### config.mk
export PLATFORM = sky130hd
export DESIGN_NAME = tdau_front
export DESIGN_NICKNAME = d
export VERILOG_FILES = /design/src/rtl/core/tdau_pkg.sv /design/src/rtl/core/tdau_front.sv
export SDC_FILE = /design/constraint.sdc
export NUM_CORES = 1
export LEC_CHECK = 0
export BUFFER_PORTS_ARGS = -buffer_cell sky130_fd_sc_hd__buf_2
export CORE_UTILIZATION = 50
export DETAILED_ROUTE_END_ITERATION = 6
export MAX_ROUTING_LAYER = met4
export PLACE_DENSITY = 0.71
export SLEW_MARGIN = 40
export SYNTH_ARGS = -nofsm -noshare
export SYNTH_HDL_FRONTEND = slang
export SYNTH_SLANG_ARGS = --single-unit
### constraint.sdc
create_clock -name clk -period 22 [get_ports clk]
set_input_delay 4.4 -clock clk [delete_from_list [all_inputs] [get_ports clk]]
set_output_delay 4.4 -clock clk [all_outputs]
set_load 0.02 [all_outputs]
### src/rtl/core/tdau_pkg.sv
package tdau_pkg;

    localparam int AMOUNT_WIDTH = 16;
    localparam int TOT_W        = 17;
    localparam int DVD_W        = TOT_W + AMOUNT_WIDTH;
    localparam int NSTEP        = DVD_W;
    localparam int QDEPTH       = 4;
    localparam int QPTR_W       = $clog2(QDEPTH);

    typedef logic [TOT_W-1:0]        tot_t;
    typedef logic [DVD_W-1:0]        dvd_t;
    typedef logic [AMOUNT_WIDTH-1:0] amt_t;

    localparam tot_t SEC_PER_DAY  = 17'd86400;
    localparam tot_t SEC_PER_HOUR = 17'd3600;
    localparam tot_t SEC_PER_MIN  = 17'd60;

    typedef enum logic [2:0] {
        OP_ADD = 3'd0,
        OP_SUB = 3'd1,
        OP_MUL = 3'd2,
        OP_DIV = 3'd3,
        OP_INC = 3'd4,
        OP_DEC = 3'd5
    } op_t;

    typedef enum logic [1:0] {
        KIND_NONE,
        KIND_TIME,
        KIND_DIV,
        KIND_DZ
    } kind_t;

    typedef struct packed {
        logic [2:0]                     req_type;
        logic [4:0]                     a_hour;
        logic [5:0]                     a_minute;
        logic [5:0]                     a_second;
        logic [4:0]                     b_hour;
        logic [5:0]                     b_minute;
        logic [5:0]                     b_second;
        logic signed [AMOUNT_WIDTH-1:0] amount;
    } req_t;

    typedef struct packed {
        logic [4:0]       res_hour;
        logic [5:0]       res_minute;
        logic [5:0]       res_second;
        logic [TOT_W-1:0] quotient;
        logic             div_by_zero;
    } res_t;

    typedef struct packed {
        kind_t kind;
        logic  neg;
        dvd_t  dividend;
        tot_t  divisor;
    } job_t;

endpackage

### src/rtl/core/tdau_front.sv
module tdau_front (
    input  logic             clk,
    input  logic             rst_n,
    input  logic             req_valid,
    input  tdau_pkg::req_t   req,
    output logic             req_stall,
    output logic             job_valid,
    output tdau_pkg::job_t   job,
    input  logic             job_ready
);

    logic                 a_vld_reg;
    logic [2:0]           a_op_reg;
    tdau_pkg::tot_t       a_ta_reg;
    tdau_pkg::tot_t       a_tb_reg;
    tdau_pkg::amt_t       a_mag_reg;
    logic                 a_neg_reg;

    logic                 a_en;
    tdau_pkg::tot_t       ta_in;
    tdau_pkg::tot_t       tb_in;
    tdau_pkg::amt_t       amt_u;
    tdau_pkg::amt_t       mag_in;
    logic                 neg_in;
    tdau_pkg::dvd_t       prod;

    assign a_en      = !a_vld_reg || job_ready;
    assign req_stall = !a_en;
    assign job_valid = a_vld_reg;

    // second totals from raw fields
    always_comb
    begin
        ta_in  = tdau_pkg::tot_t'(req.a_hour) * tdau_pkg::SEC_PER_HOUR
               + tdau_pkg::tot_t'(req.a_minute) * tdau_pkg::SEC_PER_MIN
               + tdau_pkg::tot_t'(req.a_second);
        tb_in  = tdau_pkg::tot_t'(req.b_hour) * tdau_pkg::SEC_PER_HOUR
               + tdau_pkg::tot_t'(req.b_minute) * tdau_pkg::SEC_PER_MIN
               + tdau_pkg::tot_t'(req.b_second);
        amt_u  = req.amount;
        neg_in = amt_u[tdau_pkg::AMOUNT_WIDTH-1];
        mag_in = neg_in ? (~amt_u + tdau_pkg::amt_t'(1)) : amt_u;
    end

    always_ff @(posedge clk or negedge rst_n)
    begin
        if (!rst_n)
        begin
            a_vld_reg <= 1'b0;
        end
        else if (a_en)
        begin
            a_vld_reg <= req_valid;
        end
    end

    always_ff @(posedge clk)
    begin
        if (a_en && req_valid)
        begin
            a_op_reg  <= req.req_type;
            a_ta_reg  <= ta_in;
            a_tb_reg  <= tb_in;
            a_mag_reg <= mag_in;
            a_neg_reg <= neg_in;
        end
    end

    assign prod = tdau_pkg::dvd_t'(a_ta_reg) * tdau_pkg::dvd_t'(a_mag_reg);

    // classify and build the dividend and divisor for the back end
    always_comb
    begin
        job.kind     = tdau_pkg::KIND_NONE;
        job.neg      = 1'b0;
        job.dividend = '0;
        job.divisor  = tdau_pkg::SEC_PER_DAY;
        unique case (a_op_reg)
            tdau_pkg::OP_ADD:
            begin
                job.kind     = tdau_pkg::KIND_TIME;
                job.dividend = tdau_pkg::dvd_t'(a_ta_reg) + tdau_pkg::dvd_t'(a_tb_reg);
            end
            tdau_pkg::OP_SUB:
            begin
                job.kind     = tdau_pkg::KIND_TIME;
                job.dividend = tdau_pkg::dvd_t'(a_ta_reg)
                             + tdau_pkg::dvd_t'(tdau_pkg::SEC_PER_DAY)
                             + tdau_pkg::dvd_t'(tdau_pkg::SEC_PER_DAY)
                             - tdau_pkg::dvd_t'(a_tb_reg);
            end
            tdau_pkg::OP_MUL:
            begin
                job.kind     = tdau_pkg::KIND_TIME;
                job.neg      = a_neg_reg;
                job.dividend = prod;
            end
            tdau_pkg::OP_DIV:
            begin
                job.kind     = (a_tb_reg == '0) ? tdau_pkg::KIND_DZ : tdau_pkg::KIND_DIV;
                job.dividend = tdau_pkg::dvd_t'(a_ta_reg);
                job.divisor  = a_tb_reg;
            end
            tdau_pkg::OP_INC:
            begin
                job.kind     = tdau_pkg::KIND_TIME;
                job.dividend = tdau_pkg::dvd_t'(a_ta_reg) + tdau_pkg::dvd_t'(1);
            end
            tdau_pkg::OP_DEC:
            begin
                job.kind     = tdau_pkg::KIND_TIME;
                job.dividend = tdau_pkg::dvd_t'(a_ta_reg)
                             + tdau_pkg::dvd_t'(tdau_pkg::SEC_PER_DAY)
                             - tdau_pkg::dvd_t'(1);
            end
            default:
            begin
                job.kind     = tdau_pkg::KIND_NONE;
            end
        endcase
    end

endmodule

# Yosys cells after proc, flatten, opt, wreduce, memory -nomap -nowiden
# Index checks and enable logic that the tools add are counted.
[totals]
reg_bits = 55
out_inout_bits = 55
[classes]
n_addsub = 11
mul = 5
eq_ne = 5
n_mux = 6
bitwise = 1
n_reduce_logical = 7
[ops]
columns = ["cell", "n"]
rows = [
  ["$pmux W33 S6", 1],
  ["$add A17 B12 Y17", 2],
  ["$add A17 B6 Y17", 2],
  ["$add A33 B17 Y33 const B", 1],
  ["$mul A17 B16 Y33", 1],
  ["$sub A33 B17 Y33", 1],
  ["$mul A5 B8 Y13 const B", 2],
  ["$mul A6 B4 Y10 const B", 2],
  ["$sub A18 B1 Y19 const B", 1],
  ["$add A17 B1 Y18 const B", 1],
  ["$add A17 B17 Y18", 1],
  ["$add A17 B17 Y18 const B", 1],
  ["$logic_not A17 Y1", 1],
  ["$mux W17", 1],
  ["$add A16 B1 Y16 const B", 1],
  ["$not A16 Y16", 1],
  ["$mux W15", 1],
  ["$eq A3 B2 Y1 const B", 2],
  ["$eq A3 B3 Y1 const B", 2],
  ["$reduce_or A5 Y1", 1],
  ["$pmux W2 S2", 1],
  ["$eq A3 B1 Y1 const B", 1],
  ["$logic_not A3 Y1", 1],
  ["$logic_not A1 Y1", 2],
  ["3 further kinds", 4],
]

# Logic depth before layout (Yosys ltp)
[depth]
depth_word = 4
depth_mapped = 25

# Least setup slack after synthesis
# No wires, ideal clock.
[synth_timing]
kind = "register to output"
startpoint = "register a_ta_reg[6]"
endpoint = "output port job[49] (netlist name)"
t_arrival_ns = 6.676
required_time_ns = 17.600
setup_slack_ns = 10.924
stages_incl_launch_ff = 23
n_path_buf = 2
path_cell_list = "edfxtp_1 -> clkbuf_1 -> clkbuf_1 -> nand2_1 -> fa_1 -> inv_1 -> fa_1 -> fa_1 -> fa_1 -> fa_1 -> inv_1 -> fa_1 -> inv_1 -> ha_1 -> a211oi_1 -> o21ai_0 -> o21ai_0 -> or3_1 -> o221ai_1 -> o41ai_1 -> o21ai_1 -> xnor2_1 -> o21ai_0"
[synth_lines]
columns = ["item", "line_no", "rtl"]
rows = [
  ["start, declared", "tdau_front.sv:14", "tdau_pkg::tot_t a_ta_reg;"],
  ["start signal, assigned", "tdau_front.sv:62", "a_ta_reg <= ta_in;"],
  ["end, declared", "tdau_front.sv:8", "output tdau_pkg::job_t job,"],
]

==> qor.yml <==
yosys.area_share.simple_pct: 15.55
rr_startpoint: "job_valid"
synth_nets: 2506
holdPathStages: 2
synth_seq_cells: 55
cp-start-kind: "flip-flop"
cts_tree: "yes"
clockRootBuffer: "clkbuf_16"
synthAdderAreaFrac_pct: 47.35
dr_total_vias: 13660
num_rows: 67
wl_um: 43980
cts_resized: 0
setup_tns_ns: 0
max-slew-margin-rel_pct: 46.30
r2r_slack_ns: 20.37
synth_warnings: 0
grt_max_degree: 55
worst_r2r_path_depth: 3
htreeDepth: 2
maxCapViolCount: 0
synth-edff-count: 54
synth_top_family_by_area: "adder cells"
grt_use_total_pct: 27.16
finalCritPeriodShare_pct: 55.77
netlist_area_um2: 17020
port_buffers: 111
die_w_um: 186.5
ant_nets: 0
final_core_util_pct: 54.29
async_flop_share_pct: 1.818
dp_hpwl_um: 36760
dieHeight_um: 186.5
hold_ws_ns: 0.5414
period_needed_ns: 12.27
path_max_fanout: 20
io_pins: 112
min_to: "job_valid"
worst_setup_path_end_kind: "primary output"
outcome: "finished clean"
clockBufferDepth: 2
grt_pass1_wl_um: 73060
synth_ff_type: "edfxtp_1"
path_clk_slew_ns: 0.09
r2r_end: "a_tb_reg[9]"
finalMaxSlewViolations: 0
wl_per_cell_um: 17.79
rsz0062_at_grt: "no"
grt_pass1_vias: 14300
numCtsBuffers: 5
worstPathRequired_ns: 17.60
cpMaxStageDelayCell: "edfxtp_1"
synth_xor_area_share_pct: 6.690
critPathKind: "flip-flop to primary output"
path_common_cell: "fa_1"
path_cells: "nand2_1 > fa_1 > fa_1 > inv_1 > fa_1 > fa_1 > fa_1 > inv_1 > fa_1 > inv_1 > ha_1 > a211oi_1 > o21ai_1 > o21ai_0 > or3_1 > o221ai_1 > o41ai_1 > o21ai_1 > xnor2_1 > o21ai_0 > buf_2"
hp-start: "job_valid"
path_buf_inv: 4
hold_buffers: 0
seq_area_frac_synth_pct: 9.675
cp.arrival_ns: 7.87
area_delta_synth_final_pct: 6.962
grt-ovfl-total: 0
setup_viol: 0
crit_family: "adder cells"
coreArea_um2: 33530
route.detailed.drc: 0
clock_latency_ns: 0.32
num-nets-final: 2580
antenna_found_initial: 0
via_per_inst: 5.525
post_cts_buffers: 0
yosysUniqueCellTypes: 66
hold_class: "flip-flop to flip-flop"
firstDrtPassIters: 5
fin_skew_ns: 0.01465
muxShareOfSynthArea_pct: 0.2941
place_congestion: 0.9646
clock-sinks: 55
die_area_um2: 34780
start_util_pct: 50.75
syn_inst: 1949
final_hold_viol_count: 0
fmax_ghz: 0.08151
worst_pin_slew_ns: 0.8056
syn_area_per_cell_um2: 8.732
drt_iter0_drc: 939
layout-drive-gt1-share_pct: 7.806
antenna-diode-count: 0
synth_compound_area_share_pct: 11.01
max_stage_delay_ns: 0.88
-- worst max-delay path by stage --
stage / from / to / slack, ns / cells past startpoint
after global placement: a_ta_reg[1] / job[49] / 9.87 / 21
after detailed placement: a_ta_reg[1] / job[49] / 9.99 / 21
final: a_ta_reg[0] / job[49] / 9.73 / 21
after global routing: a_ta_reg[0] / job[49] / 9.12 / 21
after floorplan: a_ta_reg[6] / job[49] / 10.92 / 22
after CTS: a_ta_reg[1] / job[49] / 9.64 / 21
-- synthesized netlist by cell type, types with 12 or more instances --
| master | instances | share of area [%] |
|---|---|---|
| inv_1 | 361 | 8.0 |
| ha_1 | 260 | 19 |
| fa_1 | 240 | 28 |
| nand2_1 | 213 | 4.7 |
| and2_1 | 128 | 4.7 |
| xnor2_1 | 89 | 4.6 |
| nor2_1 | 84 | 1.9 |
| a21oi_1 | 83 | 2.4 |
| clkbuf_1 | 58 | 1.3 |
| o21ai_0 | 56 | 1.6 |
| edfxtp_1 | 54 | 9.5 |
| xor2_1 | 41 | 2.1 |
| a21o_1 | 33 | 1.5 |
| o21bai_1 | 21 | 0.93 |
| nand3_1 | 20 | 0.59 |
| nor3_1 | 19 | 0.56 |
| nor2b_1 | 17 | 0.62 |
| or3_1 | 16 | 0.59 |
| nand2b_1 | 12 | 0.44 |
-- layout by cell type, fill, tap and decap left out, drive strengths merged, types with 8 or more instances in the layout --
master	instances
inv	362
ha	260
fa	240
nand2	213
buf	132
and2	129
xnor2	89
a21oi	85
nor2	84
o21ai	60
edfxtp	54
xor2	41
a21o	33
nor3	22
o21bai	21
nand3	21
or3	18
nor2b	17
nand2b	12
o21a	10
a211oi	10
o211ai	9
o31ai	9
nand4	8
-- area by class of cell --
| cell class | instances | area (um^2) |
|---|---|---|
| Inverter | 362 | 1359 |
| Fill cell | 3078 | 15330 |
| Clock buffer | 5 | 125.1 |
| Sequential cell | 55 | 1647 |
| Tap cell | 448 | 560.5 |
| Multi-Input combinational cell | 1467 | 13770 |
| Timing Repair Buffer | 132 | 720.7 |
| Clock inverter | 3 | 23.77 |
-- layer usage --
layer  routed length [um]  track usage [%]  vias to the layer above  share of wire (%)
li1                     -                -                     6400                  -
met1                18370            34.12                     6690                 42
met2                21350            46.24                      484                 49
met3                 2908            2.614                       84                6.6
met4                 1345            8.386                        0                3.1
met5                    0                -                        -                  0
-- stage by stage --
stage / cells / area [um^2] / worst slack [ns]
after floorplan: 1949 / 17020 / 10.92
after CTS: 2470 / 18180 / 9.637
after detailed placement: 2462 / 18030 / 9.994
after global placement: 2462 / 18030 / 9.865
final: 2472 / 18200 / 9.732
after global routing: 2472 / 18200 / 9.121
-- cells by family (layout without fill, tap and decap cells) --
logic type      Yosys count  count (layout)
compound gates          290             290
buf+inv                 427             502
mux                       5               5
simple gates            542             542
fa+ha+maj               500             500
flops                    55              55
xor+xnor                130             130
-- worst reg2reg max path: stages, from the launching register on --
cell      delay, ns
dfrtp_1        0.38
nand2b_1       0.11
and2_2         0.15
buf_4          0.58
Power is not shown: default switching activity piles up to over one toggle a cycle in this logic, so the estimate is an artifact.
