`src/rtl/core/tdau_pkg.sv`:
```
package tdau_pkg;

    localparam int AMOUNT_WIDTH = 16;
    localparam int TOT_W        = 17;
    localparam int DVD_W        = TOT_W + AMOUNT_WIDTH;
    localparam int NSTEP        = DVD_W;
    localparam int QDEPTH       = 4;
    localparam int QPTR_W       = $clog2(QDEPTH);

    typedef logic [TOT_W-1:0]        tot_t;
    typedef logic [DVD_W-1:0]        dvd_t;
    typedef logic [AMOUNT_WIDTH-1:0] amt_t;

    localparam tot_t SEC_PER_DAY  = 17'd86400;
    localparam tot_t SEC_PER_HOUR = 17'd3600;
    localparam tot_t SEC_PER_MIN  = 17'd60;

    typedef enum logic [2:0] {
        OP_ADD = 3'd0,
        OP_SUB = 3'd1,
        OP_MUL = 3'd2,
        OP_DIV = 3'd3,
        OP_INC = 3'd4,
        OP_DEC = 3'd5
    } op_t;

    typedef enum logic [1:0] {
        KIND_NONE,
        KIND_TIME,
        KIND_DIV,
        KIND_DZ
    } kind_t;

    typedef struct packed {
        logic [2:0]                     req_type;
        logic [4:0]                     a_hour;
        logic [5:0]                     a_minute;
        logic [5:0]                     a_second;
        logic [4:0]                     b_hour;
        logic [5:0]                     b_minute;
        logic [5:0]                     b_second;
        logic signed [AMOUNT_WIDTH-1:0] amount;
    } req_t;

    typedef struct packed {
        logic [4:0]       res_hour;
        logic [5:0]       res_minute;
        logic [5:0]       res_second;
        logic [TOT_W-1:0] quotient;
        logic             div_by_zero;
    } res_t;

    typedef struct packed {
        kind_t kind;
        logic  neg;
        dvd_t  dividend;
        tot_t  divisor;
    } job_t;

endpackage

```
`src/rtl/core/tdau_back.sv`:
```
module tdau_back (
    input  logic           clk,
    input  logic           rst_n,
    input  logic           job_valid,
    input  tdau_pkg::job_t job,
    output logic           job_take,
    output logic           res_valid,
    output tdau_pkg::res_t res,
    input  logic           res_stall
);

    localparam int N = tdau_pkg::NSTEP;

    logic                  st_vld_reg  [0:N];
    tdau_pkg::kind_t       st_kind_reg [0:N];
    logic                  st_neg_reg  [0:N];
    tdau_pkg::tot_t        st_rem_reg  [0:N];
    tdau_pkg::dvd_t        st_dvd_reg  [0:N];
    tdau_pkg::tot_t        st_dvs_reg  [0:N];
    tdau_pkg::tot_t        st_quo_reg  [0:N];

    tdau_pkg::tot_t        st_rem_next [1:N];
    tdau_pkg::tot_t        st_quo_next [1:N];

    logic                  f_vld_reg;
    tdau_pkg::tot_t        f_t_reg;
    tdau_pkg::tot_t        f_quo_reg;
    logic                  f_dz_reg;
    tdau_pkg::tot_t        f_t_next;
    tdau_pkg::tot_t        f_quo_next;

    logic                  h_vld_reg;
    logic [4:0]            h_hour_reg;
    logic [11:0]           h_rem_reg;
    tdau_pkg::tot_t        h_quo_reg;
    logic                  h_dz_reg;
    logic [4:0]            h_hour_next;
    logic [11:0]           h_rem_next;

    logic                  res_vld_reg;
    tdau_pkg::res_t        res_reg;
    logic [5:0]            m_minute_next;
    logic [5:0]            m_second_next;

    logic                  en;

    assign en        = !(res_vld_reg && res_stall);
    assign job_take  = en;
    assign res_valid = res_vld_reg;
    assign res       = res_reg;

    // one restoring step per stage
    always_comb
    begin
        logic [tdau_pkg::TOT_W:0] rs;
        logic                     ge;
        for (int k = 0; k < N; k++)
        begin
            rs = {st_rem_reg[k], st_dvd_reg[k][tdau_pkg::DVD_W-1]};
            ge = (rs >= {1'b0, st_dvs_reg[k]});
            st_rem_next[k+1] = ge ? tdau_pkg::tot_t'(rs - {1'b0, st_dvs_reg[k]})
                                  : rs[tdau_pkg::TOT_W-1:0];
            st_quo_next[k+1] = {st_quo_reg[k][tdau_pkg::TOT_W-2:0], ge};
        end
    end

    // floor wrap for negative products, select fields by kind
    always_comb
    begin
        f_t_next   = '0;
        f_quo_next = '0;
        unique case (st_kind_reg[N])
            tdau_pkg::KIND_TIME:
            begin
                f_t_next = (st_neg_reg[N] && (st_rem_reg[N] != '0))
                         ? tdau_pkg::SEC_PER_DAY - st_rem_reg[N] : st_rem_reg[N];
            end
            tdau_pkg::KIND_DIV:
            begin
                f_quo_next = st_quo_reg[N];
            end
            default:
            begin
                f_t_next = '0;
            end
        endcase
    end

    // hours
    always_comb
    begin
        tdau_pkg::tot_t r;
        tdau_pkg::tot_t step;
        r           = f_t_reg;
        h_hour_next = '0;
        for (int i = 4; i >= 0; i--)
        begin
            step = tdau_pkg::SEC_PER_HOUR << i;
            if (r >= step)
            begin
                r              = r - step;
                h_hour_next[i] = 1'b1;
            end
        end
        h_rem_next = r[11:0];
    end

    // minutes and seconds
    always_comb
    begin
        logic [11:0] r;
        logic [11:0] step;
        r             = h_rem_reg;
        m_minute_next = '0;
        for (int i = 5; i >= 0; i--)
        begin
            step = tdau_pkg::SEC_PER_MIN[11:0] << i;
            if (r >= step)
            begin
                r                = r - step;
                m_minute_next[i] = 1'b1;
            end
        end
        m_second_next = r[5:0];
    end

    always_ff @(posedge clk or negedge rst_n)
    begin
        if (!rst_n)
        begin
            for (int k = 0; k <= N; k++)
            begin
                st_vld_reg[k] <= 1'b0;
            end
            f_vld_reg   <= 1'b0;
            h_vld_reg   <= 1'b0;
            res_vld_reg <= 1'b0;
        end
        else if (en)
        begin
            st_vld_reg[0] <= job_valid;
            for (int k = 1; k <= N; k++)
            begin
                st_vld_reg[k] <= st_vld_reg[k-1];
            end
            f_vld_reg   <= st_vld_reg[N];
            h_vld_reg   <= f_vld_reg;
            res_vld_reg <= h_vld_reg;
        end
    end

    always_ff @(posedge clk)
    begin
        if (en)
        begin
            st_kind_reg[0] <= job.kind;
            st_neg_reg[0]  <= job.neg;
            st_rem_reg[0]  <= '0;
            st_dvd_reg[0]  <= job.dividend;
            st_dvs_reg[0]  <= job.divisor;
            st_quo_reg[0]  <= '0;
            for (int k = 1; k <= N; k++)
            begin
                st_kind_reg[k] <= st_kind_reg[k-1];
                st_neg_reg[k]  <= st_neg_reg[k-1];
                st_rem_reg[k]  <= st_rem_next[k];
                st_dvd_reg[k]  <= st_dvd_reg[k-1] << 1;
                st_dvs_reg[k]  <= st_dvs_reg[k-1];
                st_quo_reg[k]  <= st_quo_next[k];
            end
            f_t_reg   <= f_t_next;
            f_quo_reg <= f_quo_next;
            f_dz_reg  <= (st_kind_reg[N] == tdau_pkg::KIND_DZ);

            h_hour_reg <= h_hour_next;
            h_rem_reg  <= h_rem_next;
            h_quo_reg  <= f_quo_reg;
            h_dz_reg   <= f_dz_reg;

            res_reg.res_hour    <= h_hour_reg;
            res_reg.res_minute  <= m_minute_next;
            res_reg.res_second  <= m_second_next;
            res_reg.quotient    <= h_quo_reg;
            res_reg.div_by_zero <= h_dz_reg;
        end
    end

    assert property (@(posedge clk) disable iff (!rst_n)
        st_vld_reg[N] && (st_kind_reg[N] == tdau_pkg::KIND_TIME)
            |-> st_rem_reg[N] < tdau_pkg::SEC_PER_DAY)
        else $error("day remainder out of range");

    assert property (@(posedge clk) disable iff (!rst_n)
        res_vld_reg |-> (res_reg.res_hour < 5'd24) && (res_reg.res_minute < 6'd60)
            && (res_reg.res_second < 6'd60))
        else $error("result time not normalized");

    assert property (@(posedge clk) disable iff (!rst_n)
        res_vld_reg && res_reg.div_by_zero |-> (res_reg.quotient == '0)
            && (res_reg.res_hour == '0) && (res_reg.res_minute == '0)
            && (res_reg.res_second == '0))
        else $error("divide by zero word carries data");

endmodule

```
`config.mk`:
```
export PLATFORM = sky130hd
export DESIGN_NAME = tdau_back
export DESIGN_NICKNAME = d
export VERILOG_FILES = /design/src/rtl/core/tdau_pkg.sv /design/src/rtl/core/tdau_back.sv
export SDC_FILE = /design/constraint.sdc
export NUM_CORES = 2
export LEC_CHECK = 0
export ABC_AREA = 1
export BUFFER_PORTS_ARGS = -buffer_cell sky130_fd_sc_hd__buf_2
export CAP_MARGIN = 40
export CORE_MARGIN = 2
export CORE_UTILIZATION = 25
export CTS_CLUSTER_SIZE = 8
export DETAILED_ROUTE_END_ITERATION = 16
export GPL_ROUTABILITY_DRIVEN = 0
export PLACE_DENSITY_LB_ADDON = 0.05
export SLEW_MARGIN = 20
export SYNTH_ARGS = -nofsm -noshare
export SYNTH_HDL_FRONTEND = slang
export SYNTH_SLANG_ARGS = --single-unit
```
`constraint.sdc`:
```
create_clock -name clk -period 85.3 [get_ports clk]
set_clock_uncertainty 0.2 [all_clocks]
set_input_delay 17.06 -clock clk [delete_from_list [all_inputs] [get_ports clk]]
set_output_delay 17.06 -clock clk [all_outputs]
set_load 0.01 [all_outputs]
```
# After elaboration in Yosys (flattened, before gate mapping)
# Memory sizes are Yosys's and may differ from the RTL's. A register that Yosys moved wholly into a read port is not among the register bits.
# Cells that the tools add are included.
[op_classes]
n_reduce_logical = 6
n_addsub = 45
muxes = 57
eq_ne = 3
n_lt_le_gt_ge = 44
[op_table]
columns = ["cell", "count"]
rows = [
  ["two-way mux 17 bit", 38],
  [">= comparator 18 x 17 -> 1 bit", 33],
  ["subtractor 17 bit", 33],
  ["two-way mux 12 bit", 6],
  [">= comparator 17 x 12 -> 1 bit (second input constant)", 1],
  [">= comparator 17 x 13 -> 1 bit (second input constant)", 1],
  [">= comparator 17 x 14 -> 1 bit (second input constant)", 1],
  [">= comparator 17 x 15 -> 1 bit (second input constant)", 1],
  [">= comparator 17 x 16 -> 1 bit (second input constant)", 1],
  ["nonzero test 17 bit", 1],
  ["subtractor 17 x 13 -> 17 bit (second input constant)", 1],
  ["subtractor 17 x 14 -> 17 bit (second input constant)", 1],
  ["subtractor 17 x 15 -> 17 bit (second input constant)", 1],
  ["subtractor 17 x 16 -> 17 bit (second input constant)", 1],
  ["subtractor 17 bit (first input constant)", 1],
  [">= comparator 12 x 10 -> 1 bit (second input constant)", 1],
  [">= comparator 12 x 11 -> 1 bit (second input constant)", 1],
  [">= comparator 12 x 6 -> 1 bit (second input constant)", 1],
  [">= comparator 12 x 7 -> 1 bit (second input constant)", 1],
  [">= comparator 12 x 8 -> 1 bit (second input constant)", 1],
  [">= comparator 12 x 9 -> 1 bit (second input constant)", 1],
  ["two-way mux 1 bit", 12],
  ["subtractor 12 x 10 -> 12 bit (second input constant)", 1],
  ["subtractor 12 x 11 -> 12 bit (second input constant)", 1],
  ["other kinds (10)", 14],
]
[totals]
output_inout_bits = 37
ff_bits = 125
mem_bits_rw = 2958
mem_count = 6
[memory_table]
columns = ["name", "depth", "word_bits", "rd", "rd_clocked_by_memory_dff", "write_ports", "line", "text"]
rows = [
  ["st_dvd_reg", 34, 33, 33, 0, 34, "tdau_back.sv:18", "tdau_pkg::dvd_t st_dvd_reg [0:N];"],
  ["st_dvs_reg", 34, 17, 33, 0, 34, "tdau_back.sv:19", "tdau_pkg::tot_t st_dvs_reg [0:N];"],
  ["st_quo_reg", 34, 17, 34, 1, 34, "tdau_back.sv:20", "tdau_pkg::tot_t st_quo_reg [0:N];"],
  ["st_rem_reg", 34, 17, 34, 0, 34, "tdau_back.sv:17", "tdau_pkg::tot_t st_rem_reg [0:N];"],
  ["st_kind_reg", 34, 2, 34, 0, 34, "tdau_back.sv:15", "tdau_pkg::kind_t st_kind_reg [0:N];"],
  ["st_neg_reg", 34, 1, 34, 0, 34, "tdau_back.sv:16", "logic st_neg_reg [0:N];"],
]

# Depth between registers and ports, before layout
[logic_depth]
word_depth = 12
mapped_depth = 42
mapped_depth_nobuf = 41

# Worst setup path before layout
# Ideal clock, no wire load.
[synth_path]
path_type = "input port to output port"
from = "input port res_stall"
to = "output port job_take"
stages = 3
t_required_ns = 68.040
setup_slack_ns = -4.539
arrival_time_ns = 72.579
cell_sequence = "nand2_1 clkbuf_1 buf_1"
[synth_between]
elab_chain_len = 2
[synth_rtl]
columns = ["item", "line", "text"]
rows = [
  ["start: declaration", "tdau_back.sv:9", "input logic res_stall"],
  ["logical AND 1 bit", "tdau_back.sv:47", "assign en = !(res_vld_reg && res_stall);"],
  ["logical NOT 1 bit", "tdau_back.sv:47", ""],
  ["end: declaration", "tdau_back.sv:6", "output logic job_take,"],
]
# No other way between the ends.

# Worst setup path in the final report
# Ends and elaborated chain as after synthesis.

==> key figures <==
Global routing
  – Initial antenna violation count: 3
  – First-pass GRT wire length: 324.2 mm
  – GR met1 Demand/Resource: 0.1405
  – GRT met3 Usage: 0.01654
  – Met2 Track Usage GR: 0.1742
  – GR Overflow Total: 0
  – GRT Total Usage: 0.1056
  – Number of global-route vias before repair: 56760
  – Maximum number of pins on one net before global-route repair: 147
  – Most Crowded Layer GR: met2

Synth
  – Warning count from the yosys run: 0
  – Unique masters post-synth: 53
  – Top_reg_cell synth: edfxtp_1
  – Synthesized net count: 8394
  – Share of the synthesized area in the top cell type: 0.6460
  – Cell Area, Synth: 94960 sq um
  – Seq/Total Area, Yosys: 0.6558
  – Post-synthesis async set-or-reset flop share: 0.01779
  – Mean Syn Cell Area: 12.26 sq um
  – Cell taking the most area after synthesis: edfxtp_1
  – Count leader, synth: edfxtp_1
  – Synth Register Bits: 2080
  – Post-synth EDFFs: 2043
  – Commonest cells post-synth: edfxtp_1, inv_1, a21oi_1, nor2_1, nand2_1
  – Synth top area cells: edfxtp_1, ha_1, a21oi_1
  – Gate Count Post-Synth: 7746

Placement
  – Place WS: 50030 ps
  – Dpl hpwl: 142.8 mm
  – IO Port Bufs: 93
  – Placed Cells: 12820

Layout
  – Finished Layout Cells: 13220
  – Nets@finish: 8770
  – Share of cells above drive strength 1: 0.08345
  – Area grow syn2layout: 16.65%

Job
  – Number of max-cap violations: 0

Setup path
  – Crit path to: job_take
  – Worst r2r dst: h_hour_reg[4]$_DFFE_PN_
  – Worst EP required: 68040 ps
  – Crit-path cells: buf_2, nand2_4, buf_2
  – Crit-path slowest cell: nand2_4
  – Critical path class: in2out
  – Critical path arrival: 17960 ps
  – CP delay by family, top: simple AND/OR/NAND/NOR gates
  – Max incr delay on CP: 520 ps
  – Setup crit start: res_stall
  – Startpoint types: input port
  – Worst r2r src: res_valid$_DFFE_PN0N_
  – Critical path's most frequent cell: buf_2
  – R2R cell count: 11
  – CP Depth: 3
  – Crit end category: primary output
  – Buf+Inv Stages, Crit Path: 2
  – Flop-to-flop setup slack: 78930 ps
  – Max FO, Critical Path: 57

STA
  – Final Hold Fails: 0
  – Finish-stage setup viols: 0
  – Final min period: 35220 ps
  – Post-route setup slack: 50080 ps
  – Max Slew Vio Count: 0
  – Maximum clock frequency: 28.39 MHz
  – Relative slew slack: 0.4036
  – Crit share post-route: 0.4129
  – Slew at the pin closest to its max-slew limit: 883.1 ps
  – Setup TNS: 0 ps
  – RSZ-0062 raised after global routing: no
  – Hold WS: 189.2 ps

Drt
  – Via/cell ratio: 4.179
  – Drt total wl: 205.1 mm
  – Final ANT Viol Nets: 0
  – DRC: 0
  – Vias: 55220
  – DRT iter0 DRCs: 2790
  – Pre-Repair DR Iteration Count: 6
  – Routed len/inst: 15.52 um

Worst hold path
  – HP Class: reg2reg
  – Min-delay src: st_quo_reg[23][0]$_DFFE_PN_

Clock tree
  – Clock Path Buffers: 4
  – Clock latency on the worst-skew pair: 900 ps
  – CTS tree: built
  – CTS H-tree depth: 5
  – Hold_buf cts: 0
  – CTS Root Cell: clkbuf_16
  – Setup repair bufs after CTS: 0
  – CTS Sinks: 2080
  – Cts bufs inserted: 305
  – Clk slew on worst S/H paths: 50 ps
  – Post-CTS sizing: 0

Floorplan
  – Height of the die: 620.3 um
  – Die width: 620.3 um
  – IO Pins: 94
  – Initial Util: 0.2508
  – Die ar.: 384800 sq um
  – Core ar.: 378600 sq um
  – Rows: 226

Status
  – Status: complete, no violations
## placed cells by master, fill, tap and decap left out, types with 12 or more instances in the layout
| master | synthesis | layout |
|---|---|---|
| inv_2 | 16 | 16 |
| nand4_1 | 54 | 54 |
| o21a_1 | 37 | 37 |
| xnor2_1 | 175 | 175 |
| nor3_1 | 38 | 38 |
| nand3_1 | 137 | 137 |
| o211ai_1 | 21 | 21 |
| buf_4 | 1 | 58 |
| fa_1 | 32 | 32 |
| a31oi_1 | 13 | 13 |
| xor2_1 | 286 | 286 |
| nor2_4 | 13 | 13 |
| o31ai_1 | 17 | 17 |
| clkbuf_1 | 99 | 31 |
| nor2_1 | 832 | 832 |
| o21ai_0 | 267 | 267 |
| ha_1 | 559 | 559 |
| nor4_1 | 32 | 32 |
| mux2_2 | 56 | 56 |
| a211oi_1 | 28 | 28 |
| nor2_2 | 15 | 15 |
| a21oi_1 | 1013 | 1013 |
| nand2_1 | 723 | 721 |
| buf_2 | 0 | 93 |
| o21bai_1 | 32 | 32 |
| edfxtp_1 | 2043 | 2043 |
| clkinv_1 | 0 | 13 |
| buf_16 | 0 | 12 |
| nand2_2 | 23 | 24 |
| o21ai_2 | 1 | 17 |
| o221ai_1 | 12 | 12 |
| dfrtp_1 | 37 | 37 |
| inv_1 | 1027 | 1027 |
| clkbuf_16 | 0 | 305 |
## worst reg2reg max path: stages, from the launching register on
cell	delay, ps
dfrtp_1	400
nand2_4	550
buf_4	690
buf_4	620
buf_12	570
buf_4	730
buf_16	310
buf_4	460
buf_4	390
buf_16	310
buf_4	460
buf_16	310
## how the worst min path moves through the flow
| stage | to | slack (ps) | cells after the start |
|---|---|---|---|
| after floorplan | h_dz_reg$_DFFE_PN_ | 200 | 0 |
| after global placement | res[31]$_DFFE_PN_ | 200 | 0 |
| after detailed placement | st_dvd_reg[11][11]$_DFFE_PN_ | 200 | 0 |
| after CTS | st_quo_reg[24][1]$_DFFE_PN_ | 180 | 0 |
| after global routing | st_quo_reg[24][1]$_DFFE_PN_ | 170 | 0 |
| final | st_quo_reg[24][1]$_DFFE_PN_ | 190 | 0 |
## layout make-up
| type | count | area [sq um] |
|---|---|---|
| diodes | 2 | 5.005 |
| flip-flops and latches | 2080 | 62270 |
| inverters | 1043 | 3915 |
| repair buffers | 177 | 1486 |
| clock buffers | 337 | 7762 |
| multi-input cells | 4515 | 28420 |
| clock inverters | 45 | 639.4 |
| well taps | 5016 | 6276 |
| fillers | 38090 | 267900 |
## cell families after synthesis
logic type	synth area share
xor+xnor	0.04252
mux	0.006641
buf+inv	0.04569
simple gates	0.08430
compound gates	0.08466
flops	0.6558
fa+ha+maj	0.08040
## per-layer routing
metal / wire, um / vias up / share of wire
li1: - / 27910 / -
met1: 97850 / 26300 / 0.48
met2: 94460 / 648 / 0.46
met3: 6360 / 364 / 0.031
met4: 6393 / 0 / 0.031
met5: 0 / - / 0
## metrics by stage
step / area, sq um / util
2_1_floorplan: 94970 / -
3_3_place_gp: 101800 / 0.2689
3_5_place_dp: 102200 / 0.2698
4_1_cts: 110600 / 0.2920
5_1_grt: 110800 / 0.2926
6_report: 110800 / 0.2926
Power is left out: the tool's default activity adds up to more than one toggle a clock period on the data nets, which glitch-free logic cannot reach.
