### src/rtl/core/tdau_pkg.sv
package tdau_pkg;

    localparam int AMOUNT_WIDTH = 16;
    localparam int TOT_W        = 17;
    localparam int DVD_W        = TOT_W + AMOUNT_WIDTH;
    localparam int NSTEP        = DVD_W;
    localparam int QDEPTH       = 4;
    localparam int QPTR_W       = $clog2(QDEPTH);

    typedef logic [TOT_W-1:0]        tot_t;
    typedef logic [DVD_W-1:0]        dvd_t;
    typedef logic [AMOUNT_WIDTH-1:0] amt_t;

    localparam tot_t SEC_PER_DAY  = 17'd86400;
    localparam tot_t SEC_PER_HOUR = 17'd3600;
    localparam tot_t SEC_PER_MIN  = 17'd60;

    typedef enum logic [2:0] {
        OP_ADD = 3'd0,
        OP_SUB = 3'd1,
        OP_MUL = 3'd2,
        OP_DIV = 3'd3,
        OP_INC = 3'd4,
        OP_DEC = 3'd5
    } op_t;

    typedef enum logic [1:0] {
        KIND_NONE,
        KIND_TIME,
        KIND_DIV,
        KIND_DZ
    } kind_t;

    typedef struct packed {
        logic [2:0]                     req_type;
        logic [4:0]                     a_hour;
        logic [5:0]                     a_minute;
        logic [5:0]                     a_second;
        logic [4:0]                     b_hour;
        logic [5:0]                     b_minute;
        logic [5:0]                     b_second;
        logic signed [AMOUNT_WIDTH-1:0] amount;
    } req_t;

    typedef struct packed {
        logic [4:0]       res_hour;
        logic [5:0]       res_minute;
        logic [5:0]       res_second;
        logic [TOT_W-1:0] quotient;
        logic             div_by_zero;
    } res_t;

    typedef struct packed {
        kind_t kind;
        logic  neg;
        dvd_t  dividend;
        tot_t  divisor;
    } job_t;

endpackage

### src/rtl/core/tdau_queue.sv
module tdau_queue (
    input  logic           clk,
    input  logic           rst_n,
    input  logic           push_valid,
    input  tdau_pkg::job_t push_job,
    output logic           push_ready,
    output logic           pop_valid,
    output tdau_pkg::job_t pop_job,
    input  logic           pop_take
);

    tdau_pkg::job_t              mem_reg [tdau_pkg::QDEPTH];
    logic [tdau_pkg::QPTR_W-1:0] wr_ptr_reg;
    logic [tdau_pkg::QPTR_W-1:0] rd_ptr_reg;
    logic [tdau_pkg::QPTR_W:0]   count_reg;
    logic [tdau_pkg::QPTR_W:0]   count_next;
    logic                        push;
    logic                        pop;

    assign push_ready = (count_reg != (tdau_pkg::QPTR_W + 1)'(tdau_pkg::QDEPTH));
    assign pop_valid  = (count_reg != '0);
    assign push       = push_valid && push_ready;
    assign pop        = pop_take && pop_valid;
    assign pop_job    = mem_reg[rd_ptr_reg];

    always_comb
    begin
        unique case ({push, pop})
            2'b10:   count_next = count_reg + 1'b1;
            2'b01:   count_next = count_reg - 1'b1;
            default: count_next = count_reg;
        endcase
    end

    always_ff @(posedge clk or negedge rst_n)
    begin
        if (!rst_n)
        begin
            wr_ptr_reg <= '0;
            rd_ptr_reg <= '0;
            count_reg  <= '0;
        end
        else
        begin
            count_reg <= count_next;
            if (push)
            begin
                wr_ptr_reg <= wr_ptr_reg + 1'b1;
            end
            if (pop)
            begin
                rd_ptr_reg <= rd_ptr_reg + 1'b1;
            end
        end
    end

    always_ff @(posedge clk)
    begin
        if (push)
        begin
            mem_reg[wr_ptr_reg] <= push_job;
        end
    end

    assert property (@(posedge clk) disable iff (!rst_n)
        count_reg <= (tdau_pkg::QPTR_W + 1)'(tdau_pkg::QDEPTH))
        else $error("queue count above depth");

endmodule

### config.mk
export PLATFORM = sky130hd
export DESIGN_NAME = tdau_queue
export DESIGN_NICKNAME = d
export VERILOG_FILES = /design/src/rtl/core/tdau_pkg.sv /design/src/rtl/core/tdau_queue.sv
export SDC_FILE = /design/constraint.sdc
export NUM_CORES = 1
export LEC_CHECK = 0
export BUFFER_PORTS_ARGS = -buffer_cell sky130_fd_sc_hd__buf_2
export CORE_MARGIN = 4
export CORE_UTILIZATION = 51
export CTS_CLUSTER_DIAMETER = 60
export CTS_CLUSTER_SIZE = 8
export DETAILED_ROUTE_END_ITERATION = 8
export PLACE_DENSITY = 0.73
export SLEW_MARGIN = 30
export SYNTH_ARGS = -nofsm -noshare
export SYNTH_HDL_FRONTEND = slang
export SYNTH_SLANG_ARGS = --single-unit
export TNS_END_PERCENT = 100
### constraint.sdc
create_clock -name clk -period 2.1 [get_ports clk]
set_input_delay 0.525 -clock clk [delete_from_list [all_inputs] [get_ports clk]]
set_output_delay 0.525 -clock clk [all_outputs]
set_load 0.01 [all_outputs]
**After elaboration in Yosys (flattened, before gate mapping)**

Memory sizes are Yosys's and may differ from the RTL's.
Cells that the tools add are included.

- Bits in registers: 7
- Bits in writable memories: 212
- Input port bits: 57
- Output and inout bits: 55
- Word-level logic and storage cells: 18
- Memories: 1

- Add/sub/neg operators: 4
- Equal/unequal tests: 3
- Multiplexer cells: 3
- Reduce and logical (&&, ||, !) cells: 4

Memories:

| name | words | width | read ports | clocked after Yosys merged registers in | wr ports | line | text |
|---|---|---|---|---|---|---|---|
| mem_reg | 4 | 53 | 1 | 0 | 1 | tdau_queue.sv:12 | `tdau_pkg::job_t mem_reg [tdau_pkg::QDEPTH];` |

Operators with widths:

| cell | number |
|---|---|
| 3-bit one-hot mux with 2 select lines | 1 |
| 2-bit by 1-bit adder with 2-bit output, second input constant | 2 |
| 3-bit by 1-bit adder with 3-bit output, second input constant | 1 |
| 3-bit inequality test, second input constant | 1 |
| 3-bit nonzero test | 1 |
| 3-bit by 1-bit subtractor with 3-bit output, second input constant | 1 |
| 2-bit by 1-bit equality test with 1-bit output, second input constant | 1 |
| 2-bit equality test, second input constant | 1 |
| 1-bit logical AND | 2 |
| 1-bit 2-to-1 mux | 2 |
| 2-bit nonzero test | 1 |

**Depth between registers and ports, before layout**

Gate-level depths: netlist (run 1).

- Word-level depth: 4
- Mapped depth: 9
- Depth with buffers taken out: 9

**Worst setup path after synthesis (run 1)**

No wires, ideal clock.

- Path kind: reg-to-reg
- From: register count_reg[0] (netlist bit)
- To: register count_reg[2] (netlist bit)
- Setup time: 0.079 ns
- Arrival time: 2.024 ns
- Data required time: 2.021 ns
- Setup slack: -0.003 ns
- Stages on the path, launching flop included: 10
- Path buffers: 0
- Period minus slack after synthesis: 2.103 ns
- Cell sequence: dfrtp_1 or3b_4 and2_4 inv_1 ha_1 inv_1 fa_1 xor2_1 nor2_1 xor2_1

- Word-level cells in the longest chain between the ends: 4
- Elaborated cells on any way between the ends: 10
- Those cells by class: add/sub: 2; eq/ne: 3; mux: 1; reduce/logical: 4

RTL lines:

| item | line | text |
|---|---|---|
| start: declaration | tdau_queue.sv:15 | `logic [tdau_pkg::QPTR_W:0] count_reg;` |
| start signal: assignment | tdau_queue.sv:45 | `count_reg <= count_next;` |
| 3-bit inequality test * | tdau_queue.sv:20 | `assign push_ready = (count_reg != (tdau_pkg::QPTR_W + 1)'(tdau_pkg::QDEPTH));` |
| via push_ready | tdau_queue.sv:6 | `output logic push_ready,` |
| 1-bit logical AND * | tdau_queue.sv:22 | `assign push = push_valid && push_ready;` |
| 2-bit by 1-bit equality test with 1-bit output or 2-bit equality test (tied branches) | tdau_queue.sv:28 | `unique case ({push, pop})` |
| 3-bit one-hot mux with 2 select lines or 2-bit nonzero test (tied branches) | - |  |

The timed path passes the listed nets; every way through them passes the cells marked *.
A chain may end at the register's enable or synchronous reset.

==> flow_metrics.py, run 1 <==
metrics = {
    "timing": {
        "relSlewSlack": 0.666,
        "timing_hold_violations_final": 0,
        "rsz0062_at_grt": "yes",
        "fin_ws_ns": -0.381,
        "fin_crit_ns": 2.48,
        "finalClockSkew_ns": 0.00704,
        "finalSetupViolCount": 53,
        "fmax_ghz": 0.403,
        "fin_crit_sh": 1.18,
        "worstMarginPinSlew_ns": 0.501,
        "slew_viol_final": 0,
    },
    "synthesis": {
        "synth_area_sq_um": 8060,
        "ys_seq_area_frac": 0.812,
        "syn_nets": 377,
        "yosys_warnings": 0,
        "synth_cell_types": 20,
        "synthCells": 314,
        "syn_area_per_cell_sq_um": 25.7,
        "ys_ff_latch": 219,
    },
    "route": {
        "firstDrtPassIters": 4,
        "drc_errors": 0,
        "vias_per_cell": 5.41,
        "drtIter0Drc": 223,
        "vias": 3747,
        "wirelength_um": 14700,
        "antenna_left": 0,
        "wl_per_cell_um": 21.2,
    },
    "global_routing": {
        "grt_pass1_vias": 4114,
        "grt_pass1_wl_um": 23300,
        "antenna_found_initial": 0,
        "grt_max_degree": 34,
        "gr-usage-all-layers": 0.171,
        "grt_overflow": 0,
    },
    "outcome": {
        "status": "finished, violations left",
        "violations": "negative setup slack",
    },
    "layout": {
        "area_growth_pct": 25.8,
        "final_common_cell": "edfxtp_1",
        "drive_above_1_share": 0.489,
        "fill_cells": 1050,
        "multiInputGateArea_sq_um": 1450,
        "regArea_sq_um": 6550,
        "nNetsFinal": 533,
        "final_area_sq_um": 10100,
        "mostFrequentLayoutCells": "212 x edfxtp_1, 82 x buf_2, 53 x mux4_2, 35 x buf_6, 32 x clkbuf_16",
        "antennaDiodeCount": 0,
        "largest_reg_flops": 212,
    },
    "critical_path": {
        "end_kind": "output port",
        "worstPathRequired_ns": 1.57,
        "slowest_stage": "dfrtp_4",
        "crit_chain": "clkbuf_16 -> mux4_2 -> buf_2",
        "startpoint_type": "register",
        "critical_path_class": "reg -> out",
        "critical-path-max-stage-delay_ns": 0.52,
        "critPathTopFamily": "flip-flops",
        "crit_buf_inv": 2,
        "arrival_ns": 1.96,
        "cp_max_fo": 14,
    },
    "clocking": {
        "cts_root_buf": "clkbuf_16",
        "cts_tree": "yes",
        "cts_buffers": 31,
        "insertion_delay_ns": 0.53,
        "clkTransAtPathRegs_ns": 0.05,
        "clock-sinks": 219,
        "clk_path_buf_depth": 3,
        "cts_max_level": 1,
    },
    "place": {
        "gp_congestion": 0.759,
        "dp_hpwl_um": 8630,
        "dpl_cell_area_sq_um": 9000,
        "io_buffer_count": 111,
        "pre_cts_slack_ns": -0.0554,
    },
    "die": {
        "start_util": 0.526,
        "dieArea_sq_um": 17900,
        "core_sq_um": 15300,
        "placement_rows": 45,
        "io-pin-count": 112,
        "die_h_um": 134,
        "die_w_um": 134,
    },
    "pwr": {
        "p_switching_mw": 4.14,
        "pwr-share-clk": 0.281,
        "irDropWorstVdd_mv": 0.990,
        "p_leak_nw": 3.56,
        "p_int_mw": 11.0,
        "comb_power_share": 0.319,
        "swShare": 0.274,
        "power_frac_seq": 0.400,
        "power.density_nw_per_um2": 1490,
    },
    "worst_hold_path": {
        "hp-class": "in -> reg",
    },
    "flow_run": {
        "drv_cap": 0,
    },
}
area by class of cell:
type                            instances  share of cell area
Clock inverter                          2             0.00160
Clock buffer                           42              0.0806
Sequential cell                       219               0.646
Inverter                                6             0.00247
Tap cell                              211              0.0260
Multi-Input combinational cell         77               0.143
Timing Repair Buffer                  135               0.101
kinds of logic (layout without fill, tap and decap cells):
kind of cell               Yosys count  in the layout  synth area share
AOI/OAI and AO/OA                    1              1           0.00124
buffers and inverters               18            185            0.0112
xor gates and xnor gates             6              6           0.00652
adders and majority gates            6              6            0.0102
and+or+nand+nor                      9              9           0.00807
DFF                                219            219             0.812
muxes                               55             55             0.151
power groups by stage:
stage	sequential (mW)	clock [mW]	combinational, mW
final	6.05	4.26	4.83
after global routing	6.13	4.57	5.23
after CTS	6.04	4.37	4.77
after detailed placement	6.11	0	4.24
after global placement	6.04	0	4.20
after floorplan	6.02	0	2.68
synthesized netlist by cell type:
| cell | instances | share of area |
|---|---|---|
| nand2_1 | 1 | 0.00047 |
| xnor2_1 | 3 | 0.0033 |
| and3_2 | 4 | 0.0037 |
| inv_1 | 6 | 0.0028 |
| buf_4 | 5 | 0.0047 |
| xor2_1 | 3 | 0.0033 |
| or3b_4 | 1 | 0.0014 |
| mux4_2 | 53 | 0.15 |
| o31a_2 | 1 | 0.0012 |
| edfxtp_1 | 212 | 0.79 |
| fa_1 | 1 | 0.0025 |
| mux2_4 | 1 | 0.0019 |
| or3_2 | 1 | 0.00093 |
| nor2_1 | 1 | 0.00047 |
| mux2i_1 | 1 | 0.0012 |
| and2_4 | 1 | 0.0011 |
| ha_1 | 5 | 0.0078 |
| buf_2 | 3 | 0.0019 |
| buf_1 | 4 | 0.0019 |
| dfrtp_1 | 7 | 0.022 |
metrics by stage:
stage	util	hold slack, ns	setup TNS [ns]	std cells	power [mW]
global placement	0.588	0.368	0	642	10.2
CTS	0.657	0.180	-20.73	694	15.2
detailed placement	0.588	0.375	-0.0554	642	10.4
global route	0.662	0.185	-22.18	692	15.9
floorplan	-	0.229	0	314	8.69
finish	0.662	0.207	-18.37	692	15.1
repair_timing:
| action | CTS | global route |
|---|---|---|
| hold endpoints to repair | 7 | 0 |
| resized for setup | 26 | 22 |
| hold buffers | 1 | 0 |
| setup endpoints to repair | 56 | 56 |
| setup buffers | 5 | 0 |
| gates cloned | 2 | 1 |
| pin swaps | 5 | 5 |
metal layers:
metal | GRT usage | wire length, um
met5 | 0 | 0
met3 | 0.0415 | 920
met1 | 0.225 | 5800
met2 | 0.288 | 7620
met4 | 0.0514 | 359
worst register-to-register path, stage by stage, from the launching register on:
cell     delay (ns)
dfrtp_1        0.38
or3b_4         0.40
and2_4         0.16
inv_4          0.05
ha_4           0.13
inv_2          0.04
fa_2           0.33
xor2_1         0.15
nor2_1         0.12
xor2_1         0.17
final timing paths:
| path | start | to | slack (ns) | cells past startpoint |
|---|---|---|---|---|
| hold / removal | push_job[38] | mem_reg[0][38] | 0.21 | 1 |
| setup reg to reg | count_reg[1] | count_reg[2] | 0.09 | 9 |
| min in group asynchronous | rst_n | rd_ptr_reg[0] | 0.37 | 2 |
| max in group asynchronous | rst_n | rd_ptr_reg[0] | 1.55 | 2 |
| setup / recovery | rd_ptr_reg[0] | pop_job[31] | -0.38 | 3 |
| hold reg to reg | wr_ptr_reg[1] | wr_ptr_reg[1] | 0.57 | 1 |
No activity file was read; power rests on OpenSTA's default activity.
==> run 2, diff against run 1 <==
==> constraint.sdc (replaced) <==
create_clock -name clk -period 2.1 [get_ports clk]
set_input_delay 0.525 -clock clk [delete_from_list [all_inputs] [get_ports clk]]
set_output_delay 0.525 -clock clk [all_outputs]
set_load 0.005 [all_outputs]
==> flow_metrics.py, run 2 (synthesis results as in run 1) <==
metrics = {
    "pwr": {
        "pwr-share-clk": 0.301,
        "power.density_nw_per_um2": 1450,
        "swShare": 0.262,
        "power_frac_seq": 0.414,
        "p_leak_nw": 3.52,
        "p_switching_mw": 3.81,
        "comb_power_share": 0.285,
        "irDropWorstVdd_mv": 1.13,
        "p_int_mw": 10.7,
    },
    "timing": {
        "rsz0062_at_grt": "yes",
        "finalClockSkew_ns": 0.0109,
        "worstMarginPinSlew_ns": 0.418,
        "timing_hold_violations_final": 0,
        "whs_ns": 0.215,
        "slew_viol_final": 0,
        "finalSetupViolCount": 53,
        "relSlewSlack": 0.722,
        "setup_tns_ns": -15.02,
        "fin_ws_ns": -0.329,
        "fmax_ghz": 0.412,
        "fin_crit_ns": 2.43,
        "fin_crit_sh": 1.16,
    },
    "critical_path": {
        "cp_max_fo": 22,
        "worstPathRequired_ns": 1.57,
        "end_kind": "output port",
        "reg2reg_from": "count_reg[0]",
        "r2r_end": "count_reg[2]",
        "endpoint": "pop_job[12]",
        "startpoint_type": "register",
        "critical_path_class": "reg -> out",
        "arrival_ns": 1.90,
        "r2r_setup_slack_ns": 0.03,
        "crit_path_start": "rd_ptr_reg[0]",
        "rr_worst_depth": 9,
    },
    "clocking": {
        "insertion_delay_ns": 0.52,
        "clkTransAtPathRegs_ns": 0.05,
        "clk_path_buf_depth": 3,
        "clock-sinks": 219,
        "cts_tree": "yes",
        "cts_root_buf": "clkbuf_16",
        "cts_buffers": 31,
        "cts_max_level": 1,
    },
    "layout": {
        "area_growth_pct": 24.6,
        "mostFrequentLayoutCells": "212 x edfxtp_1, 107 x buf_2, 53 x mux4_2, 31 x clkbuf_16, 25 x clkbuf_1",
        "final_common_cell": "edfxtp_1",
        "nNetsFinal": 532,
        "largest_reg_flops": 212,
        "regArea_sq_um": 6550,
        "fill_cells": 1053,
        "multiInputGateArea_sq_um": 1440,
        "drive_above_1_share": 0.470,
        "antennaDiodeCount": 0,
    },
    "die": {
        "start_util": 0.526,
        "io-pin-count": 112,
        "die_h_um": 134,
        "placement_rows": 45,
        "core_sq_um": 15300,
        "dieArea_sq_um": 17900,
        "die_w_um": 134,
    },
    "worst_hold_path": {
        "hp-class": "in -> reg",
    },
    "global_routing": {
        "antenna_found_initial": 0,
        "grt_pass1_wl_um": 22600,
        "grt_pass1_vias": 4083,
        "grt_overflow": 0,
        "gr-usage-all-layers": 0.165,
        "grt_max_degree": 43,
    },
    "route": {
        "wl_met1_um": 5880,
        "met2RoutedLength_um": 7560,
        "antenna_left": 0,
        "vias": 3725,
        "drc_errors": 0,
        "wl_per_cell_um": 20.4,
        "wl_met3_um": 769,
        "highest_layer": "met4",
        "drtIter0Drc": 243,
        "vias_per_cell": 5.28,
        "firstDrtPassIters": 4,
        "wirelength_um": 14400,
    },
    "place": {
        "pre_cts_slack_ns": -0.0151,
        "dp_hpwl_um": 8820,
        "gp_congestion": 0.687,
        "io_buffer_count": 111,
    },
    "outcome": {
        "violations": "negative setup slack",
        "status": "finished, violations left",
    },
    "flow_run": {
        "drv_cap": 0,
    },
}
==> run 2: power by group through the flow <==
stage	sequential [mW]	combinational [mW]	clock (mW)
2_1_floorplan	6.02	2.39	0
3_3_place_gp	6.04	4.04	0
3_5_place_dp	6.11	4.09	0
4_1_cts	6.03	4.18	4.48
5_1_grt	6.09	4.50	4.72
6_report	6.03	4.14	4.38
==> run 2: through the flow <==
step	total power [mW]	instance area, sq um	std cells	utilization
final	14.5	10000	705	0.656
after global routing	15.3	10000	705	0.656
after CTS	14.7	9980	700	0.652
after detailed placement	10.2	9060	641	0.591
after global placement	10.1	9060	641	0.591
after floorplan	8.40	8060	314	-
==> run 2: repair_timing <==
action	CTS	global route
setup endpoints to repair	56	56
gates resized for setup	7	4
buffers inserted	0	5
hold buffers	1	0
pin swaps	4	4
endpoints found under the hold margin	7	0
==> run 2: worst min path at each step <==
stage            startpoint             end  slack (ns)  cells past startpoint
3_5_place_dp          rst_n   wr_ptr_reg[1]        0.37                      1
4_1_cts        push_job[34]  mem_reg[1][34]        0.19                      1
3_3_place_gp          rst_n   wr_ptr_reg[0]        0.36                      1
2_1_floorplan         rst_n    count_reg[0]        0.23                      0
5_1_grt        push_job[34]  mem_reg[1][34]        0.20                      1
6_report       push_job[34]  mem_reg[1][34]        0.21                      1
==> run 2: final cells by class <==
class / instances / share of cell area
Timing Repair Buffer: 134 / 0.0883
Sequential cell: 219 / 0.652
Inverter: 6 / 0.00224
Clock buffer: 56 / 0.0866
Tap cell: 211 / 0.0263
Clock inverter: 2 / 0.00162
Multi-Input combinational cell: 77 / 0.143
==> run 2: metal layers <==
layer  vias to the layer above  global-route usage
met1                      1931               0.212
met5                         -                   0
met4                         0              0.0446
met3                        19              0.0366
met2                       115               0.286
li1                       1660                   -
==> run 2: worst max-delay path: stages, from the launching register on <==
cell and delay [ns]:
dfrtp_4 0.47, buf_16 0.22, mux4_2 0.54, buf_2 0.14
